==> src/hw/rtl/vdss_pkg.sv <==
package vdss_pkg;

    localparam int DEFAULT_TABLE_ROWS = 16;
    localparam int ROW_SHIFT          = 12;
    localparam int INTEN_SHIFT        = 4;
    localparam int FRAC_BITS          = 16;
    localparam int QUEUE_DEPTH        = 4;

    localparam int CFG_INDEX_W = 3;
    localparam int CFG_DATA_W  = 63;
    localparam int COMP_W      = 21;

    localparam logic [CFG_INDEX_W-1:0] CFG_LIGHT_MODE      = 3'd0;
    localparam logic [CFG_INDEX_W-1:0] CFG_LIGHT_VECTOR    = 3'd1;
    localparam logic [CFG_INDEX_W-1:0] CFG_VIEW_VECTOR     = 3'd2;
    localparam logic [CFG_INDEX_W-1:0] CFG_AMBIENT_LEVEL   = 3'd3;
    localparam logic [CFG_INDEX_W-1:0] CFG_FLASH_THRESHOLD = 3'd4;

    localparam logic [1:0] MODE_DIFFUSE = 2'd0;
    localparam logic [1:0] MODE_SPEC    = 2'd1;
    localparam logic [1:0] MODE_COMB    = 2'd2;

    typedef enum logic [1:0] {
        CLS_DIFFUSE,
        CLS_AWAY,
        CLS_SPEC,
        CLS_COMB
    } shade_class_t;

    typedef struct packed {
        logic [1:0]         mode;
        logic [62:0]        light;
        logic [62:0]        view;
        logic signed [31:0] ambient;
        logic signed [31:0] flash;
    } shade_cfg_t;

    typedef struct packed {
        shade_class_t       cls;
        logic signed [31:0] nl;
        logic signed [31:0] nv;
        logic signed [31:0] lv;
    } vdss_entry_t;

    function automatic logic signed [31:0] sat32(input logic signed [63:0] v);
        logic signed [31:0] r;
        if (v > 64'sd2147483647)
            r = 32'sh7FFFFFFF;
        else if (v < -64'sd2147483648)
            r = 32'sh80000000;
        else
            r = 32'(v);
        return r;
    endfunction

endpackage

==> src/hw/rtl/vdss_queue.sv <==
module vdss_queue (
    input  logic                  clk,
    input  logic                  rst_n,
    input  logic                  push,
    input  vdss_pkg::vdss_entry_t push_entry,
    output logic                  full,
    input  logic                  pop,
    output logic                  q_valid,
    output vdss_pkg::vdss_entry_t q_entry
);
    import vdss_pkg::*;

    localparam int PTR_W = (QUEUE_DEPTH > 1) ? $clog2(QUEUE_DEPTH) : 1;
    localparam int CNT_W = $clog2(QUEUE_DEPTH + 1);

    vdss_entry_t       slot_reg [QUEUE_DEPTH];
    logic [PTR_W-1:0]  wr_ptr_reg;
    logic [PTR_W-1:0]  rd_ptr_reg;
    logic [CNT_W-1:0]  count_reg;
    logic [CNT_W-1:0]  count_next;

    assign full    = (count_reg == CNT_W'(QUEUE_DEPTH));
    assign q_valid = (count_reg != '0);
    assign q_entry = slot_reg[rd_ptr_reg];

    always_comb
    begin
        count_next = count_reg;
        if (push && !(pop && q_valid))
            count_next = count_reg + 1'b1;
        else if (!push && pop && q_valid)
            count_next = count_reg - 1'b1;
    end

    always_ff @(posedge clk or negedge rst_n)
    begin
        if (!rst_n)
        begin
            wr_ptr_reg <= '0;
            rd_ptr_reg <= '0;
            count_reg  <= '0;
        end
        else
        begin
            count_reg <= count_next;
            if (push)
                wr_ptr_reg <= (wr_ptr_reg == PTR_W'(QUEUE_DEPTH - 1)) ? '0 : wr_ptr_reg + 1'b1;
            if (pop && q_valid)
                rd_ptr_reg <= (rd_ptr_reg == PTR_W'(QUEUE_DEPTH - 1)) ? '0 : rd_ptr_reg + 1'b1;
        end
    end

    always_ff @(posedge clk)
    begin
        if (push)
            slot_reg[wr_ptr_reg] <= push_entry;
    end

    a_no_overflow: assert property (@(posedge clk) disable iff (!rst_n)
        !(push && full))
        else $error("push into a full queue");

endmodule

==> config.mk <==
export PLATFORM = sky130hd
export DESIGN_NAME = vdss_queue
export DESIGN_NICKNAME = d
export VERILOG_FILES = /design/src/hw/rtl/vdss_pkg.sv /design/src/hw/rtl/vdss_queue.sv
export SDC_FILE = /design/constraint.sdc
export NUM_CORES = 1
export LEC_CHECK = 0
export BUFFER_PORTS_ARGS = -buffer_cell sky130_fd_sc_hd__buf_2
export CAP_MARGIN = 20
export CORE_ASPECT_RATIO = 0.9
export CORE_UTILIZATION = 57
export CTS_BUF_LIST = sky130_fd_sc_hd__clkbuf_16
export CTS_CLUSTER_SIZE = 40
export DETAILED_ROUTE_END_ITERATION = 12
export GPL_TIMING_DRIVEN = 0
export PLACE_DENSITY = 0.9
export SKIP_LAST_GASP = 1
export SLEW_MARGIN = 20
export SYNTH_ARGS = -nofsm -noshare
export SYNTH_HDL_FRONTEND = slang
export SYNTH_SLANG_ARGS = --single-unit
==> constraint.sdc <==
create_clock -name clk -period 4.8 [get_ports clk]
set_clock_uncertainty 0.15 [all_clocks]
set_input_delay 0.72 -clock clk [delete_from_list [all_inputs] [get_ports clk]]
set_output_delay 0.72 -clock clk [all_outputs]
set_load 0.01 [all_outputs]
==> impl_metrics.yaml <==
synthesis:
  ys.flop_type: "edfxtp_1"
  syn_avg_cell_area_um2: 26.10
  synth_area_leader_cell: "edfxtp_1"
  yosys-top-cells-count: "edfxtp_1, mux4_2, buf_12, buf_2, dfrtp_1"
  post-synth-top-count-cell: "edfxtp_1"
  synthDistinctLibCells: 31
  yosysWarningCount: 0
  synthCells: 565
  synth_top_area_share_pct: 79.84
  synth_area_leaders: "edfxtp_1, mux4_2, buf_12"
  syn_nets: 673
  yosys_register_bits: 399
  syn_area_um2: 14740
  ys_seq_area_share_pct: 81.03
  synth_edf_count: 392
  async_flop_share_pct: 1.754
sta:
  drv_slew: 0
  fin_ws_ps: 1685
  max_slew.worst_pin.slew_ps: 529.9
  max_freq_mhz: 321.1
  setup_viol: 0
  layout_min_cycle_time_ps: 3115
  post-route-period-util_pct: 64.89
  maxSlewHeadroom_pct: 64.68
  rsz0062_at_grt: "no"
  final-hold-violation-count: 0
global_routing:
  grt_usage_pct: 21.87
  antenna_found_initial: 4
  grt_pass1_vias: 7273
  grt_first_pass_wirelength_um: 42150
  grt.overflow.total: 0
  grt_max_degree: 45
pwr:
  power.switching_mw: 3.014
  clockPowerShare_pct: 27.5
  p_per_area_nw_per_um2: 609.7
  power_frac_seq_pct: 42.9
  total_power_mw: 10.75
  intPower_mw: 7.731
  ir_worst_vdd_v: 0.0004222
  leakage_nw: 6.061
  swShare_pct: 28.05
  power_frac_comb_pct: 29.5
layout:
  layout.nets: 923
  largest_reg_flops: 392
  syn2layout_area_growth_pct: 19.53
  layout-drive-gt1-share_pct: 45.95
worst_hold_path:
  hold_depth: 1
  hold_path.class: "in2reg"
critical_path:
  path_class: "reg2out"
  reg2reg_depth: 6
  cp_num_buf_inv: 4
  worst-path-stages: 5
  crit_family: "buffers and inverters"
  crit_fanout: 10
  startpoint_type: "flip-flop"
  worstPathArrival_ps: 2240
  path_cells: "buf_2 > buf_4 > buf_2 > mux4_2 > buf_2"
  slowest_delay_ps: 360
  cp.required_ps: 3930
  cp_common_cell: "buf_2"
  endpoint_kind: "output port"
  crit_path_top_delay_cell: "mux4_2"
clocking:
  cts_resized: 0
  insertion_delay_ps: 520
  ctsRootBufferMaster: "clkbuf_16"
  cts_sinks: 399
  cts-buffers-inserted: 39
  cts_tree: "built"
  clock_path_buffers: 3
  clkTransAtPathRegs_ps: 60
  h-tree-depth: 2
  cts_setup_buffers: 0
die:
  die_x_um: 171.5
  ios: 202
  start_util_pct: 58.38
  dieArea_um2: 26520
  rows: 55
  coreArea_um2: 25260
  die_y_um: 154.6
drt:
  viasPerCell: 5.791
  routed_wl_um: 28270
  drt_iter0_drc: 575
  route.detailed.wl_per_inst_um: 23.86
  drc_errors: 0
  dr.pass1.iters: 5
  vias: 6862
  ant_nets: 0
job:
  cap_violations: 0
run_status:
  outcome: "complete, no violations"
placement:
  port_buffers: 200
  dp_slack_ps: 1773
  gp_congestion: 0.7217
  hpwl_um: 17360
path summary, 6_finish.rpt:
path                                      startpoint                   endpoint  slack (ps)
hold reg to reg            rd_ptr_reg[1]$_DFFE_PN0P_  rd_ptr_reg[1]$_DFFE_PN0P_         470
setup / recovery           rd_ptr_reg[1]$_DFFE_PN0P_                q_entry[71]        1690
hold / removal                        push_entry[78]  slot_reg[3][78]$_DFFE_PP_         260
max in group asynchronous                      rst_n   count_reg[0]$_DFFE_PN0P_        3900
min in group asynchronous                      rst_n   count_reg[1]$_DFFE_PN0P_         440
setup reg to reg            count_reg[2]$_DFFE_PN0P_   count_reg[2]$_DFFE_PN0P_        2450
power groups by stage:
stage | sequential [mW] | combinational (mW) | clock (mW)
finish | 4.61 | 3.17 | 2.96
global route | 4.65 | 3.42 | 3.15
CTS | 4.62 | 3.25 | 3.02
detailed placement | 4.68 | 3.22 | 0
global placement | 4.74 | 3.07 | 0
floorplan | 4.68 | 2.07 | 0
layer usage:
| metal | track usage, % | share of wire (%) | vias up |
|---|---|---|---|
| met5 | 0 | 0.039 | - |
| met4 | 5.612 | 1.8 | 2 |
| met3 | 5.297 | 8.1 | 49 |
| met2 | 37.23 | 52 | 282 |
| met1 | 28.48 | 38 | 3587 |
| li1 | - | - | 2942 |
per-stage QoR:
step | hold WS (ps) | cell area (um2) | instances | utilization [%] | TNS [ps]
4_1_cts | 245.3 | 17620 | 1182 | 69.75 | 0
5_1_grt | 250.8 | 17620 | 1182 | 69.75 | 0
3_5_place_dp | 415.4 | 16360 | 1115 | 64.77 | 0
6_report | 263.5 | 17620 | 1185 | 69.78 | 0
2_1_floorplan | 274.4 | 14740 | 565 | - | 0
3_3_place_gp | 413.1 | 16170 | 1107 | 64.04 | -409910
worst reg2reg max path, cell delays in order, from the launching register on:
cell and delay (ps):
dfrtp_1 360, clkbuf_1 210, o31ai_2 380, nand2_1 120, fa_1 450, or4_1 530, o211ai_1 90
cells in the final DEF (no fill, tap or decap), types with 4 or more instances in the layout:
cell type / instances
clkbuf_16: 41
bufinv_16: 4
clkinvlp_4: 4
mux4_2: 98
dfrtp_1: 7
buf_2: 210
ha_1: 5
clkinv_1: 8
and2_4: 4
o21ai_0: 4
edfxtp_1: 392
buf_12: 16
inv_1: 8
area by class of cell:
type	count	area, um2
Buffer	25	280.3
Inverter	2	7.507
Tap cell	342	427.9
Timing Repair Buffer	209	1186
Clock inverter	25	221.5
Sequential cell	399	11950
Multi-Input combinational cell	139	2520
Clock buffer	41	1026
Antenna cell	3	7.507
Fill cell	1521	7632
cell families after synthesis:
logic type | Yosys count | share of synthesized area, %
xor+xnor | 1 | 0.05941
mux | 100 | 15.11
simple gates | 20 | 0.7383
flops | 399 | 81.03
buf+inv | 27 | 1.952
compound gates | 12 | 0.5516
fa+ha+maj | 6 | 0.5601
repair_timing:
| item | CTS | global route |
|---|---|---|
| hold buffers | 1 | 0 |
| endpoints found under the setup margin | 0 | 0 |
| endpoints found under the hold margin | 7 | 0 |
No activity file was read; power rests on OpenSTA's default activity.
