===== src/hw/rtl/vdss_pkg.sv =====
package vdss_pkg;

    localparam int DEFAULT_TABLE_ROWS = 16;
    localparam int ROW_SHIFT          = 12;
    localparam int INTEN_SHIFT        = 4;
    localparam int FRAC_BITS          = 16;
    localparam int QUEUE_DEPTH        = 4;

    localparam int CFG_INDEX_W = 3;
    localparam int CFG_DATA_W  = 63;
    localparam int COMP_W      = 21;

    localparam logic [CFG_INDEX_W-1:0] CFG_LIGHT_MODE      = 3'd0;
    localparam logic [CFG_INDEX_W-1:0] CFG_LIGHT_VECTOR    = 3'd1;
    localparam logic [CFG_INDEX_W-1:0] CFG_VIEW_VECTOR     = 3'd2;
    localparam logic [CFG_INDEX_W-1:0] CFG_AMBIENT_LEVEL   = 3'd3;
    localparam logic [CFG_INDEX_W-1:0] CFG_FLASH_THRESHOLD = 3'd4;

    localparam logic [1:0] MODE_DIFFUSE = 2'd0;
    localparam logic [1:0] MODE_SPEC    = 2'd1;
    localparam logic [1:0] MODE_COMB    = 2'd2;

    typedef enum logic [1:0] {
        CLS_DIFFUSE,
        CLS_AWAY,
        CLS_SPEC,
        CLS_COMB
    } shade_class_t;

    typedef struct packed {
        logic [1:0]         mode;
        logic [62:0]        light;
        logic [62:0]        view;
        logic signed [31:0] ambient;
        logic signed [31:0] flash;
    } shade_cfg_t;

    typedef struct packed {
        shade_class_t       cls;
        logic signed [31:0] nl;
        logic signed [31:0] nv;
        logic signed [31:0] lv;
    } vdss_entry_t;

    function automatic logic signed [31:0] sat32(input logic signed [63:0] v);
        logic signed [31:0] r;
        if (v > 64'sd2147483647)
            r = 32'sh7FFFFFFF;
        else if (v < -64'sd2147483648)
            r = 32'sh80000000;
        else
            r = 32'(v);
        return r;
    endfunction

endpackage


===== src/hw/rtl/vdss_back.sv =====
module vdss_back #(
    parameter int TABLE_ROWS = vdss_pkg::DEFAULT_TABLE_ROWS
) (
    input  logic                  clk,
    input  logic                  rst_n,
    input  vdss_pkg::shade_cfg_t  cfg,
    input  logic                  q_valid,
    input  vdss_pkg::vdss_entry_t q_entry,
    output logic                  pop,
    output logic                  out_valid,
    input  logic                  out_stall,
    output logic signed [31:0]    shade,
    output logic signed [27:0]    intensity
);
    import vdss_pkg::*;

    localparam logic signed [31:0] LIMIT = 32'(TABLE_ROWS << ROW_SHIFT);

    logic               b1_valid_reg;
    shade_class_t       b1_cls_reg;
    logic signed [31:0] b1_nl_reg;
    logic signed [31:0] b1_lv_reg;
    logic signed [63:0] b1_prod_reg;

    logic               b2_valid_reg;
    shade_class_t       b2_cls_reg;
    logic signed [31:0] b2_nl_reg;
    logic signed [31:0] b2_s_reg;
    logic signed [31:0] b2_s_next;

    logic               out_valid_reg;
    logic signed [31:0] shade_reg;
    logic signed [27:0] inten_reg;
    logic signed [31:0] shade_next;
    logic signed [31:0] t_next;

    logic               adv_b1;
    logic               adv_b2;
    logic               adv_out;

    logic signed [31:0] nv2;
    logic signed [31:0] mul_a;
    logic signed [31:0] f;
    logic signed [31:0] f_sel;
    logic signed [31:0] s0;
    logic signed [31:0] nl_pos;
    logic signed [63:0] spec_sum;

    assign adv_out   = !out_valid_reg || !out_stall;
    assign adv_b2    = !b2_valid_reg || adv_out;
    assign adv_b1    = !b1_valid_reg || adv_b2;
    assign pop       = q_valid && adv_b1;
    assign out_valid = out_valid_reg;
    assign shade     = shade_reg;
    assign intensity = inten_reg;

    always_ff @(posedge clk or negedge rst_n)
    begin
        if (!rst_n)
        begin
            b1_valid_reg  <= 1'b0;
            b2_valid_reg  <= 1'b0;
            out_valid_reg <= 1'b0;
        end
        else
        begin
            if (adv_b1)
                b1_valid_reg <= q_valid;
            if (adv_b2)
                b2_valid_reg <= b1_valid_reg;
            if (adv_out)
                out_valid_reg <= b2_valid_reg;
        end
    end

    // phong product
    always_comb
    begin
        nv2   = sat32(64'(q_entry.nv) + 64'(q_entry.nv));
        mul_a = (q_entry.cls == CLS_COMB) ? q_entry.nv : nv2;
    end

    always_ff @(posedge clk)
    begin
        if (adv_b1)
        begin
            b1_cls_reg  <= q_entry.cls;
            b1_nl_reg   <= q_entry.nl;
            b1_lv_reg   <= q_entry.lv;
            b1_prod_reg <= mul_a * q_entry.nl;
        end
    end

    always_comb
    begin
        f         = sat32(b1_prod_reg >>> FRAC_BITS);
        f_sel     = (b1_cls_reg == CLS_COMB) ? sat32(64'(f) + 64'(f)) : f;
        b2_s_next = sat32(64'(f_sel) - 64'(b1_lv_reg));
    end

    always_ff @(posedge clk)
    begin
        if (adv_b2)
        begin
            b2_cls_reg <= b1_cls_reg;
            b2_nl_reg  <= b1_nl_reg;
            b2_s_reg   <= b2_s_next;
        end
    end

    // final sum and clamp
    always_comb
    begin
        s0       = (b2_s_reg < cfg.flash) ? 32'sd0 : b2_s_reg;
        nl_pos   = (b2_nl_reg < 0) ? 32'sd0 : b2_nl_reg;
        spec_sum = 64'(s0) + 64'(cfg.ambient);
        if (b2_cls_reg == CLS_COMB)
            spec_sum = spec_sum + 64'(b2_nl_reg);
        case (b2_cls_reg)
            CLS_DIFFUSE:
            begin
                t_next     = sat32(64'(nl_pos) + 64'(cfg.ambient));
                shade_next = t_next >>> INTEN_SHIFT;
            end
            CLS_AWAY:
            begin
                t_next     = cfg.ambient;
                shade_next = t_next >>> INTEN_SHIFT;
            end
            default:
            begin
                t_next = sat32(spec_sum);
                if (t_next >= LIMIT)
                    t_next = LIMIT - 32'sd1;
                shade_next = t_next;
            end
        endcase
    end

    always_ff @(posedge clk)
    begin
        if (adv_out)
        begin
            shade_reg <= shade_next;
            inten_reg <= 28'(t_next >>> INTEN_SHIFT);
        end
    end

    a_spec_clamped: assert property (@(posedge clk) disable iff (!rst_n)
        (adv_out && b2_valid_reg && (b2_cls_reg == CLS_SPEC || b2_cls_reg == CLS_COMB))
        |=> (shade_reg < LIMIT))
        else $error("specular shade not clamped below the table limit");

    a_stall_holds_b2: assert property (@(posedge clk) disable iff (!rst_n)
        (b2_valid_reg && out_valid_reg && out_stall) |=> (b2_valid_reg && $stable(b2_s_reg)))
        else $error("specular stage changed while the output was blocked");

endmodule


===== config.mk =====
export PLATFORM = sky130hd
export DESIGN_NAME = vdss_back
export DESIGN_NICKNAME = d
export VERILOG_FILES = /design/src/hw/rtl/vdss_pkg.sv /design/src/hw/rtl/vdss_back.sv
export SDC_FILE = /design/constraint.sdc
export NUM_CORES = 2
export LEC_CHECK = 0
export ABC_CLOCK_PERIOD_IN_PS = 10300
export BUFFER_PORTS_ARGS = -buffer_cell sky130_fd_sc_hd__buf_2
export CAP_MARGIN = 10
export CORE_ASPECT_RATIO = 0.9
export CORE_MARGIN = 4
export CORE_UTILIZATION = 50
export CTS_CLUSTER_DIAMETER = 80
export DETAILED_ROUTE_END_ITERATION = 10
export PLACE_DENSITY = 0.77
export SETUP_SLACK_MARGIN = 0.15
export SKIP_LAST_GASP = 1
export SLEW_MARGIN = 5
export SYNTH_ARGS = -nofsm -noshare
export SYNTH_HDL_FRONTEND = slang
export SYNTH_SLANG_ARGS = --single-unit

===== constraint.sdc =====
create_clock -name clk -period 10.3 [get_ports clk]
set_input_delay 2.06 -clock clk [delete_from_list [all_inputs] [get_ports clk]]
set_output_delay 2.06 -clock clk [all_outputs]
set_load 0.005 [all_outputs]

==> impl_metrics.csv <==
group,metric,value,unit
detailed_routing,drtPass1Iterations,8,
layout,largest_reg_flops,48,
synth,netlist_top_cells_area,"fa_1 (40%), edfxtp_1 (13%), inv_1 (8.3%)",
sta,max-slew-margin-rel,34.10,%
detailed_routing,final_antenna_net_count,0,
synth,synthesis.area,53800,sq um
clock_network,numCtsBuffers,29,
sta,period_share,97.20,%
synth,yosysMostFrequentCell,"inv_1",
synth,ys_seq_area_share,13.48,%
grt,grt_pass1_wl,251900,um
layout,fillerInstances,8992,
detailed_routing,dr_total_vias,42470,
run_status,outcome,"completed",
sta,final-hold-violation-count,0,
sta,setup_viol,0,
detailed_routing,post-route-drc-count,0,
detailed_routing,wl_per_cell,20.66,um
sta,period_minus_slack,10.01,ns
synth,synth_edf_count,239,
detailed_routing,wl,159600,um
sta,max_freq,99.88,MHz
clock_network,cts_tree,"built",
clock_network,cts-root-buf,"clkbuf_16",
placement,place_hpwl,137400,um
grt,first_global_vias,44970,
sta,slew_violations,0,
grt,grt_max_degree,68,
synth,yosys.area.top_type,"fa_1",
synth,avgSynthCellArea,9.184,sq um
worst_setup_path,arrival,10.41,ns
clock_network,insertion_delay,0.60,ns
detailed_routing,drtIter0Drc,3481,
floorplanning,io_pins,356,
worst_setup_path,cp_slowest_cell,"fa_1",
grt,grt.total_usage,28.60,%
worst_setup_path,crit_type,"input port to flip-flop",
synth,synth_common_cells,"inv_1 (1195), fa_1 (1085), nand2_1 (864)",
synth,syn_nets,7577,
worst_setup_path,critPathCaptureType,"flip-flop",
worst_setup_path,required,10.70,ns
floorplanning,die_area,112900,sq um
floorplanning,start_util,50.67,%
flow_run,max_cap_violations,0,
layout,final_nets,7963,
synth,async_flop_share,1.240,%
hold_path,hold_class,"flip-flop to flip-flop",
grt,antenna_found_initial,29,
synth,synth_top_area_share,40.37,%
clock_network,clk_pin_slew,0.06,ns
sta,final.setup_skew,0.02844,ns
synth,synth_cell_types,93,
worst_setup_path,slowest_delay,0.56,ns
worst_setup_path,crit_path_frequent_cell,"fa_1",
placement,placedCellCount,7649,
worst_setup_path,worstSetupStartpointType,"input port",
synth,synth_warnings,0,
clock_network,h-tree-depth,1,
floorplanning,rows,113,
grt,grt-ovfl-total,0,
detailed_routing,viasPerCell,5.498,
floorplanning,core,106200,sq um
sta,rsz0062_at_grt,"true",
placement,io_buffers,227,
synth,syn_inst,5858,
floorplanning,die_h,319.2,um
clock_network,cts.sinks,242,
layout,synthToLayoutAreaGrowth,12.50,%
floorplanning,die_width,353.8,um
clock_network,cts_buffer_depth,3,
clock_network,hold_buffers,0,
synth,ys.flop_type,"edfxtp_1",
layout,drive_above_1_share,12.80,%
placement,gp_congestion,1.029,
synth,ys_ff_latch,242,
layout,fin_cells,7724,
worst_setup_path,cp_max_fo,27,
sta,tightest_slew,0.9884,ns
-- routing by layer --
layer  track usage, %  up-vias  part of all wire [%]
met3            7.314      340                    11
met1            37.46    21290                    39
met2            45.97     1891                    46
li1                 -    18940                     -
met4            11.03        6                   4.5
met5                0        -                 0.025
-- metrics by stage --
| stage | area [sq um] | utilization [%] | hold slack [ns] | setup TNS (ns) | setup WS (ns) |
|---|---|---|---|---|---|
| finish | 60520 | 57.00 | 0.4247 | 0 | 0.2882 |
| global route | 60490 | 56.97 | 0.4314 | 0 | 0.07343 |
| CTS | 60230 | 56.73 | 0.4251 | 0 | 0.1686 |
| detailed placement | 59270 | 55.82 | 0.4098 | -7.534 | -0.7132 |
| global placement | 59270 | 55.82 | 0.4007 | -5.625 | -0.5967 |
| floorplan | 53800 | - | 0.4003 | 0 | 0.1554 |
-- worst max-delay path: cells and delay by family --
kind,cells,cell delay (ns)
adder cells (fa/ha/maj),10,4.73
AND/OR/NAND/NOR,7,0.88
buffers and inverters,12,1.51
AO/OA/AOI/OAI,5,1.19
-- what timing repair did --
item / 4_1_cts / 5_1_grt
pin swaps: 1 / 25
endpoints found under the setup margin: 6 / 21
gates resized for setup: 8 / 50
hold endpoints to repair: 0 / 0
setup buffers: 1 / 0
-- kinds of logic (layout without fill, tap and decap cells) --
kind of cell             after synthesis  in the layout  share of synthesized area (%)
multiplexers                          20             20                         0.3837
buffers and inverters               1472           1881                          10.32
XOR/XNOR                             144            144                          2.344
other                                  0             20                              0
AND/OR/NAND/NOR                     1760           1760                          15.39
AO/OA/AOI/OAI                        764            764                          9.224
adder cells (fa/ha/maj)             1456           1456                          48.86
flip-flops                           242            242                          13.48
-- final timing paths --
kind	depth (start not counted)	startpoint	slack, ns	to
worst max-delay path	34	q_entry[62]	0.29	b1_prod_reg[60]
worst min-delay path	0	b1_nl_reg[26]	0.42	b2_nl_reg[26]
worst max register to register	31	b2_s_reg[31]	2.03	intensity[7]
worst min register to register	0	b1_nl_reg[26]	0.42	b2_nl_reg[26]
max in group asynchronous	1	rst_n	8.94	b1_valid_reg
min in group asynchronous	1	rst_n	1.25	b2_valid_reg
-- cell usage in the layout, fill, tap and decap left out, types with 84 or more instances in the layout --
| master | n |
|---|---|
| a21o_1 | 86 |
| a21oi_1 | 228 |
| buf_4 | 362 |
| o21ai_0 | 153 |
| edfxtp_1 | 239 |
| inv_1 | 1195 |
| xnor2_1 | 90 |
| and2_1 | 320 |
| ha_1 | 335 |
| fa_1 | 1080 |
| nor2b_1 | 84 |
| nor2_1 | 191 |
| buf_2 | 227 |
| nand2_1 | 860 |
-- layout make-up --
cell class,instances,area (sq um),area share [%]
Inverter,1197,4493,7.424
Clock buffer,30,729.5,1.205
Antenna cell,20,50.05,0.08269
Multi-Input combinational cell,4144,41360,68.33
Tap cell,1437,1798,2.971
Sequential cell,242,7252,11.98
Timing Repair Buffer,630,4643,7.672
Clock inverter,24,200.2,0.3308
Power is not shown: default switching activity piles up to over one toggle a cycle in this logic, so the estimate is an artifact.
